[src/design/smbs_pkg.sv]
// shared types and constants of the spi master byte shifter
package smbs_pkg;

    // command codes carried by the mode field, also the running operation
    typedef enum logic [1:0] {
        OP_IDLE  = 2'd0,
        OP_CS    = 2'd1,
        OP_WRITE = 2'd2,
        OP_READ  = 2'd3
    } t_op;

    // configuration register indexes
    localparam logic CFG_SPI_MODE    = 1'b0;
    localparam logic CFG_HALF_PERIOD = 1'b1;

    localparam int CFG_INDEX_WIDTH = 1;
    localparam int SPI_MODE_WIDTH  = 2;

endpackage

[src/design/spi_master_byte_shifter_core.sv]
// spi master byte shifter, one tick per input transaction, four cpol/cpha modes
//
// input channel: each transaction is one divider tick. it carries the miso
// sample and, while no transfer runs, a command: set chip select, write a word
// msb first or read a word msb first. commands that arrive while busy are
// dropped together with their cs_active and tx_byte.
// output channel: exactly one transaction per input transaction, holding the
// sclk, mosi and cs_n levels after that tick, the busy flag, the last word read
// and a pulse on the tick a read finishes.
// configuration: i_cfg_we writes register i_cfg_index (0 spi mode, 1 half
// period in ticks, 0 taken as 1); write only while the block is idle.
// results: the result of an accepted tick is registered in the output
// register, or in the skid register while the output is held. throughput:
// one tick per clock while o_in_stall is low, set by the combinational state
// update between the input handshake and the result register.
// stalls: a result register plus a one-entry skid register sit on the output
// side, so a tick is still taken while one result waits; o_in_stall rises
// only when both hold a result.
// reset: synchronous, active low. cs_n goes high, sclk/mosi low, no transfer
// runs, spi mode 0 and half period 1; both output entries are emptied.
module spi_master_byte_shifter_core #(
    parameter int DATA_BITS     = 8,
    parameter int DIVIDER_WIDTH = 16
) (
    input  logic                                   i_clk,
    input  logic                                   i_rst_n,
    // configuration write port
    input  logic                                   i_cfg_we,
    input  logic [smbs_pkg::CFG_INDEX_WIDTH-1:0]   i_cfg_index,
    input  logic [DIVIDER_WIDTH-1:0]               i_cfg_data,
    // tick input channel
    input  logic                                   i_in_valid,
    output logic                                   o_in_stall,
    input  logic [1:0]                             i_mode,
    input  logic                                   i_cs_active,
    input  logic [DATA_BITS-1:0]                   i_tx_byte,
    input  logic                                   i_miso,
    // result channel
    output logic                                   o_out_valid,
    input  logic                                   i_out_stall,
    output logic                                   o_sclk,
    output logic                                   o_mosi,
    output logic                                   o_cs_n,
    output logic                                   o_busy_res,
    output logic [DATA_BITS-1:0]                   o_rx_byte,
    output logic                                   o_rx_done
);

    localparam int BITS_WIDTH = $clog2(DATA_BITS + 1);

    typedef struct packed {
        logic                 sclk;
        logic                 mosi;
        logic                 cs_n;
        logic                 busy;
        logic [DATA_BITS-1:0] rx_byte;
        logic                 rx_done;
    } t_result;

    // configuration registers
    logic [smbs_pkg::SPI_MODE_WIDTH-1:0] r_spi_mode;
    logic [DIVIDER_WIDTH-1:0]            r_half_period;

    // shifter state
    logic [DATA_BITS-1:0]     r_tx_shift, n_tx_shift;
    logic [DATA_BITS-1:0]     r_rx_shift, n_rx_shift;
    logic [DATA_BITS-1:0]     r_last_rx, n_last_rx;
    logic [BITS_WIDTH-1:0]    r_bits_left, n_bits_left;
    logic                     r_second_half, n_second_half;
    logic [DIVIDER_WIDTH-1:0] r_tick_count, n_tick_count;
    smbs_pkg::t_op            r_op, n_op;
    logic                     r_clock, n_clock;
    logic                     r_data, n_data;
    logic                     r_select, n_select;
    logic                     n_done;

    // output register and skid entry
    t_result r_out, r_skid, n_res;
    logic    r_out_valid, r_skid_valid;

    logic                     in_accept;
    logic                     out_free;
    logic                     cpol, cpha;
    logic [DIVIDER_WIDTH-1:0] half_eff;
    logic [DIVIDER_WIDTH-1:0] tick_inc;
    logic [BITS_WIDTH-1:0]    bits_dec;
    smbs_pkg::t_op            cmd;

    assign o_in_stall = r_skid_valid;
    assign in_accept  = i_in_valid && !r_skid_valid;
    assign out_free   = !r_out_valid || !i_out_stall;

    assign cpol     = r_spi_mode[1];
    assign cpha     = r_spi_mode[0];
    assign half_eff = (r_half_period == '0) ? DIVIDER_WIDTH'(1) : r_half_period;
    assign tick_inc = r_tick_count + DIVIDER_WIDTH'(1);
    assign bits_dec = (r_bits_left != '0) ? (r_bits_left - BITS_WIDTH'(1)) : '0;
    assign cmd      = smbs_pkg::t_op'(i_mode);

    // next state of one tick
    always_comb begin
        n_tx_shift    = r_tx_shift;
        n_rx_shift    = r_rx_shift;
        n_last_rx     = r_last_rx;
        n_bits_left   = r_bits_left;
        n_second_half = r_second_half;
        n_tick_count  = r_tick_count;
        n_op          = r_op;
        n_clock       = r_clock;
        n_data        = r_data;
        n_select      = r_select;
        n_done        = 1'b0;

        if (r_op == smbs_pkg::OP_IDLE) begin
            // clock follows polarity at once while idle
            n_clock = cpol;
            case (cmd)
                smbs_pkg::OP_CS: begin
                    n_select = !i_cs_active;
                end
                smbs_pkg::OP_WRITE, smbs_pkg::OP_READ: begin
                    n_op          = cmd;
                    n_bits_left   = BITS_WIDTH'(DATA_BITS);
                    n_second_half = 1'b0;
                    n_tick_count  = '0;
                    if (cmd == smbs_pkg::OP_WRITE) begin
                        n_tx_shift = i_tx_byte;
                        if (!cpha) begin
                            n_data = i_tx_byte[DATA_BITS-1];
                        end
                    end else begin
                        n_rx_shift = '0;
                    end
                end
                default: ;
            endcase
        end else begin
            n_tick_count = tick_inc;
            if (tick_inc >= half_eff) begin
                n_tick_count = '0;
                if (!r_second_half) begin
                    // leading edge
                    n_clock = !cpol;
                    if (!cpha) begin
                        if (r_op == smbs_pkg::OP_READ) begin
                            n_rx_shift = {r_rx_shift[DATA_BITS-2:0], i_miso};
                        end
                    end else if (r_op == smbs_pkg::OP_WRITE) begin
                        n_data = r_tx_shift[DATA_BITS-1];
                    end
                    n_second_half = 1'b1;
                end else begin
                    // trailing edge
                    n_clock = cpol;
                    if (cpha && r_op == smbs_pkg::OP_READ) begin
                        n_rx_shift = {r_rx_shift[DATA_BITS-2:0], i_miso};
                    end
                    n_tx_shift    = {r_tx_shift[DATA_BITS-2:0], 1'b0};
                    n_second_half = 1'b0;
                    n_bits_left   = bits_dec;
                    if (bits_dec == '0) begin
                        if (r_op == smbs_pkg::OP_READ) begin
                            n_last_rx = n_rx_shift;
                            n_done    = 1'b1;
                        end
                        n_op = smbs_pkg::OP_IDLE;
                    end else if (!cpha && r_op == smbs_pkg::OP_WRITE) begin
                        n_data = r_tx_shift[DATA_BITS-2];
                    end
                end
            end
        end

        n_res.sclk    = n_clock;
        n_res.mosi    = n_data;
        n_res.cs_n    = n_select;
        n_res.busy    = (n_op != smbs_pkg::OP_IDLE);
        n_res.rx_byte = n_last_rx;
        n_res.rx_done = n_done;
    end

    // configuration registers
    always_ff @(posedge i_clk) begin
        if (!i_rst_n) begin
            r_spi_mode    <= '0;
            r_half_period <= DIVIDER_WIDTH'(1);
        end else if (i_cfg_we) begin
            case (i_cfg_index)
                smbs_pkg::CFG_SPI_MODE: begin
                    r_spi_mode <= i_cfg_data[smbs_pkg::SPI_MODE_WIDTH-1:0];
                end
                smbs_pkg::CFG_HALF_PERIOD: begin
                    r_half_period <= i_cfg_data;
                end
                default: ;
            endcase
        end
    end

    // shifter state advances once per accepted tick
    always_ff @(posedge i_clk) begin
        if (!i_rst_n) begin
            r_tx_shift    <= '0;
            r_rx_shift    <= '0;
            r_last_rx     <= '0;
            r_bits_left   <= '0;
            r_second_half <= 1'b0;
            r_tick_count  <= '0;
            r_op          <= smbs_pkg::OP_IDLE;
            r_clock       <= 1'b0;
            r_data        <= 1'b0;
            r_select      <= 1'b1;
        end else if (in_accept) begin
            r_tx_shift    <= n_tx_shift;
            r_rx_shift    <= n_rx_shift;
            r_last_rx     <= n_last_rx;
            r_bits_left   <= n_bits_left;
            r_second_half <= n_second_half;
            r_tick_count  <= n_tick_count;
            r_op          <= n_op;
            r_clock       <= n_clock;
            r_data        <= n_data;
            r_select      <= n_select;
        end
    end

    // output register with one skid entry behind it
    always_ff @(posedge i_clk) begin
        if (!i_rst_n) begin
            r_out_valid  <= 1'b0;
            r_skid_valid <= 1'b0;
        end else if (out_free) begin
            if (r_skid_valid) begin
                r_out        <= r_skid;
                r_out_valid  <= 1'b1;
                r_skid_valid <= 1'b0;
            end else if (in_accept) begin
                r_out       <= n_res;
                r_out_valid <= 1'b1;
            end else begin
                r_out_valid <= 1'b0;
            end
        end else if (in_accept) begin
            r_skid       <= n_res;
            r_skid_valid <= 1'b1;
        end
    end

    assign o_out_valid = r_out_valid;
    assign o_sclk      = r_out.sclk;
    assign o_mosi      = r_out.mosi;
    assign o_cs_n      = r_out.cs_n;
    assign o_busy_res  = r_out.busy;
    assign o_rx_byte   = r_out.rx_byte;
    assign o_rx_done   = r_out.rx_done;

    // skid entry only fills behind a held output
    a_skid_behind_out: assert property (@(posedge i_clk) disable iff (!i_rst_n)
        r_skid_valid |-> r_out_valid)
        else $error("skid entry valid with empty output register");

    // a transfer runs exactly while bits remain
    a_bits_match_op: assert property (@(posedge i_clk) disable iff (!i_rst_n)
        (r_op != smbs_pkg::OP_IDLE) == (r_bits_left != '0))
        else $error("bit counter disagrees with running operation");

    // idle always leaves the clock in its first half
    a_idle_first_half: assert property (@(posedge i_clk) disable iff (!i_rst_n)
        (r_op == smbs_pkg::OP_IDLE) |-> !r_second_half)
        else $error("idle with half period phase still set");

    // a finished read reports not busy
    a_done_not_busy: assert property (@(posedge i_clk) disable iff (!i_rst_n)
        (r_out_valid && r_out.rx_done) |-> !r_out.busy)
        else $error("read completion reported while busy");

endmodule

[config.mk]
export PLATFORM = sky130hd
export DESIGN_NAME = spi_master_byte_shifter_core
export DESIGN_NICKNAME = d
export VERILOG_FILES = /design/src/design/smbs_pkg.sv /design/src/design/spi_master_byte_shifter_core.sv
export SDC_FILE = /design/constraint.sdc
export NUM_CORES = 1
export LEC_CHECK = 0
export BUFFER_PORTS_ARGS = -buffer_cell sky130_fd_sc_hd__buf_2
export CAP_MARGIN = 40
export CORE_AREA = 10 10 133 135
export CTS_BUF_LIST = sky130_fd_sc_hd__clkbuf_8
export DETAILED_ROUTE_END_ITERATION = 16
export DIE_AREA = 0 0 143 145
export SLEW_MARGIN = 10
export SYNTH_ARGS = -nofsm -noshare
export SYNTH_HDL_FRONTEND = slang
export SYNTH_SLANG_ARGS = --single-unit
[constraint.sdc]
create_clock -name i_clk -period 4.1 [get_ports i_clk]
set_clock_uncertainty 0.15 [all_clocks]
set_input_delay 0.205 -clock i_clk [delete_from_list [all_inputs] [get_ports i_clk]]
set_output_delay 0.205 -clock i_clk [all_outputs]
set_load 0.01 [all_outputs]
==> key figures <==
Hold path
  – Min-Delay Path Class: in -> reg
  – Hold path depth: 5

STA
  – RSZ-0062 raised after global routing: false
  – Setup ws final: between 0.3 and 0.4 ns
  – Final setup vio count: 0
  – Worst Tran Pin Value: around 0.93 ns
  – Peak Freq: 0.2636 GHz
  – Number of hold violations in the final report: 0
  – Final hold slack: around 0.022 ns
  – Max Slew Vio Count: 0
  – Minimum clock period: approximately 3.8 ns
  – Slew margin rel.: 0.3793
  – Ratio of final minimum period to clock period: 0.9252
  – Setup_tns: 0 ns

Layout
  – Diode count: 0
  – Synthesis-to-layout area growth: 15.93%
  – Fillers: 1483
  – Nets@finish: approximately 710
  – Footprint of the multi-input gates: 2741 µm²
  – Finished Layout Cells: between 800 and 900
  – FF+latch area: ~2200 µm²
  – Layout cells sized above 1: 0.1424

Worst setup path
  – WS Path Type: reg -> reg
  – Critical path's slowest cell: dfxtp_1
  – CP max FO: 24
  – Crit path cell chain: ha_1 -> nand3_1 -> nor3_1 -> nand3_1 -> nor2_1 -> xor2_1 -> ha_1 -> nand4_2 -> or3_1 -> o2111ai_2 -> a21o_1 -> buf_6 -> a41o_1 -> o21ai_0
  – Worst Setup End Kind: flip-flop
  – Worst EP arrival: about 3.8 ns
  – Crit path required time: slightly above 4 ns
  – CP Launch Type: flip-flop
  – R2R depth: 14
  – Largest stage delay on the critical path: between 0.4 and 0.5 ns

Clocking
  – Setup Fix Bufs, Post-CTS: 0
  – CTS H-tree lvls: 3
  – TritonCTS Buffers: 9
  – Clock sink total: 96
  – CTS tree: done
  – CTS root buffer: clkbuf_8
  – CTS Buffer Depth: 2
  – Clock latency on the worst-skew pair: about 0.39 ns
  – Clk pin slew, worst setup/hold paths: ~0.090 ns

Place
  – Hpwl dp: between 9000 and 10000 µm
  – PortBufs: 48
  – Worst slack, placed: between 0.2 and 0.3 ns
  – Post-placement cell count: approximately 810
  – GPL Wtd Cong: roughly 0.86

Synth
  – Syn Std Cell Area: 5206 µm²
  – Ranking of synthesized cells by area: dfxtp_1 27%, edfxtp_1 15%, nand2_1 8.6%
  – Yosys cell types: roughly 60
  – Synth top area share: 0.2692
  – Commonest cells post-synth: 119 x nand2_1, 70 x dfxtp_1, 42 x a21oi_1
  – Syn_area_per_cell: between 8 and 9 µm²
  – Ys Warns: 0
  – Area leader, netlist: dfxtp_1
  – Ys flop type: dfxtp_1
  – FF+latch count, synth: 96
  – Register area share after synthesis: 0.4191
  – Post-Synthesis Cells: between 500 and 600
  – Most common cell in the synthesized netlist: nand2_1
  – Ys async rst share: 0
  – Post-synth EDFFs: 26
  – Post-Syn Nets: approximately 650

Run
  – Max Cap Viol: 0

Pwr
  – Comb power frac: 0.157
  – Clock share of power: 0.306
  – P_sw: around 0.55 mW
  – Leakage: roughly 2.4 nW
  – Internal power: approximately 1.3 mW
  – Pwr/cell area: 314.9 nW/µm²
  – Switching share of total power: 0.2914
  – Max VDD drop: just over 0.0002 V
  – Sequential share of power: 0.537

Floorplan
  – Chip height: between 100 and 150 µm
  – Initial Util: 0.3463
  – Core Area: between 15000 and 20000 µm²
  – Die width: about 140 µm
  – I/O Pins: just under 50
  – Row count: 45
  – Die area: 20740 µm²

Routing
  – DR vias: ~4500
  – ANT nets after route: 0
  – Drt first pass iters: 5
  – Mean routed wirelength per cell: ~16 µm
  – Post-DR vias/cell: between 5 and 6
  – Drt drc: 0
  – DRT iter0 DRCs: 303
  – Drt total wl: 13280 µm

Global routing
  – Largest net degree at the start of global routing: 54
  – Vias in the first global route: about 4400
  – Residual overflow from global routing: 0
  – Gr usage total: 0.1282
  – Global-route wire length before repair: about 22000 µm
  – Initial antenna violation count: 0

Status
  – Outcome: completed
-- path summary, 6_finish.rpt --
check / start / slack [ns] / end
max: r_tick_count[0]$_SDFFE_PN0P_ / 0.31 / o_rx_byte[0]$_DFFE_PP_
min: i_tx_byte[1] / 0.02 / r_tx_shift[1]$_SDFFE_PN0P_
max reg2reg: r_tick_count[0]$_SDFFE_PN0P_ / 0.31 / o_rx_byte[0]$_DFFE_PP_
min reg2reg: r_tx_shift[7]$_SDFFE_PN0P_ / 0.32 / r_tx_shift[7]$_SDFFE_PN0P_
-- layout by cell type (no fill, tap or decap), types with 3 or more instances in the layout --
cell	n
a41oi_1	10
o211ai_1	11
nand4_1	3
clkbuf_8	10
inv_1	28
o21ai_1	3
dfxtp_1	70
nand2b_1	5
a311oi_1	7
a211o_1	3
a32oi_1	3
nor3_1	12
a21oi_1	42
a41o_1	9
buf_2	48
ha_1	18
o22ai_1	3
a21boi_0	3
mux2i_1	28
buf_4	13
nor4_1	6
nand2_1	119
nor2b_1	5
mux2_2	3
xor2_1	10
dlygate4sd3_1	24
nor2_1	38
xnor2_1	12
o21ai_0	16
a31oi_1	14
nand3_1	15
and3_1	5
edfxtp_1	26
-- registers in the layout, summed over array words and instances (netlist names) --
signal,cells
r_tick_count,16
o_out_valid,1
r_second_half,1
r_op,2
r_rx_shift,8
r_data,1
o_mosi,1
o_in_stall,1
r_half_period,16
r_last_rx,8
o_sclk,1
r_skid,13
r_tx_shift,8
o_rx_byte,8
r_spi_mode,2
r_bits_left,4
r_clock,1
r_select,1
o_busy_res,1
o_rx_done,1
o_cs_n,1
-- repair_timing --
item / CTS / global route
hold endpoints to repair: 23 / 0
endpoints found under the setup margin: 0 / 5
resized for setup: 0 / 1
hold buffers: 24 / 0
-- metal layers --
metal / track usage / vias to the layer above / part of all wire
li1: - / 2258 / -
met1: 0.1614 / 2086 / 0.46
met2: 0.2021 / 122 / 0.46
met3: 0.03651 / 19 / 0.059
met4: 0.04747 / 0 / 0.018
met5: 0 / - / 0
-- power by group through the flow --
stage                     Combinational, mW  Sequential, mW  Clock (mW)
after floorplan                       0.194            1.04           0
after global placement                0.269            1.04           0
after detailed placement              0.277            1.04           0
after CTS                             0.295            1.02       0.605
after global routing                  0.328            1.03       0.635
final                                 0.299            1.02       0.581
-- per-stage QoR --
stage	util	power, mW	area (µm²)
floorplan	-	1.233	5206
global route	0.4015	1.988	6036
finish	0.4015	1.901	6036
CTS	0.4012	1.920	6032
detailed placement	0.3736	1.319	5617
global placement	0.3726	1.312	5602
-- worst max-delay path, delay by kind of cell, from the launching register on --
kind | cells | cell delay, ns
buffers and inverters | 1 | 0.25
flip-flops | 1 | 0.44
XOR/XNOR | 1 | 0.08
AO/OA/AOI/OAI | 4 | 0.69
adder cells (fa/ha/maj) | 2 | 0.57
AND/OR/NAND/NOR | 6 | 1.35
-- cell type report --
class | count | share of cell area
Tap cell | 188 | 0.03897
Clock buffer | 10 | 0.02280
Timing Repair Buffer | 87 | 0.1001
Multi-Input combinational cell | 435 | 0.4542
Sequential cell | 96 | 0.3615
Inverter | 26 | 0.01617
Clock inverter | 6 | 0.006219
-- cell families after synthesis --
logic type,share of synthesized area
AND/OR/NAND/NOR,0.1863
AO/OA/AOI/OAI,0.1997
flip-flops,0.4191
buffers and inverters,0.05431
multiplexers,0.06032
XOR/XNOR,0.03701
adder cells (fa/ha/maj),0.04326
No activity file was read; power rests on OpenSTA's default activity.
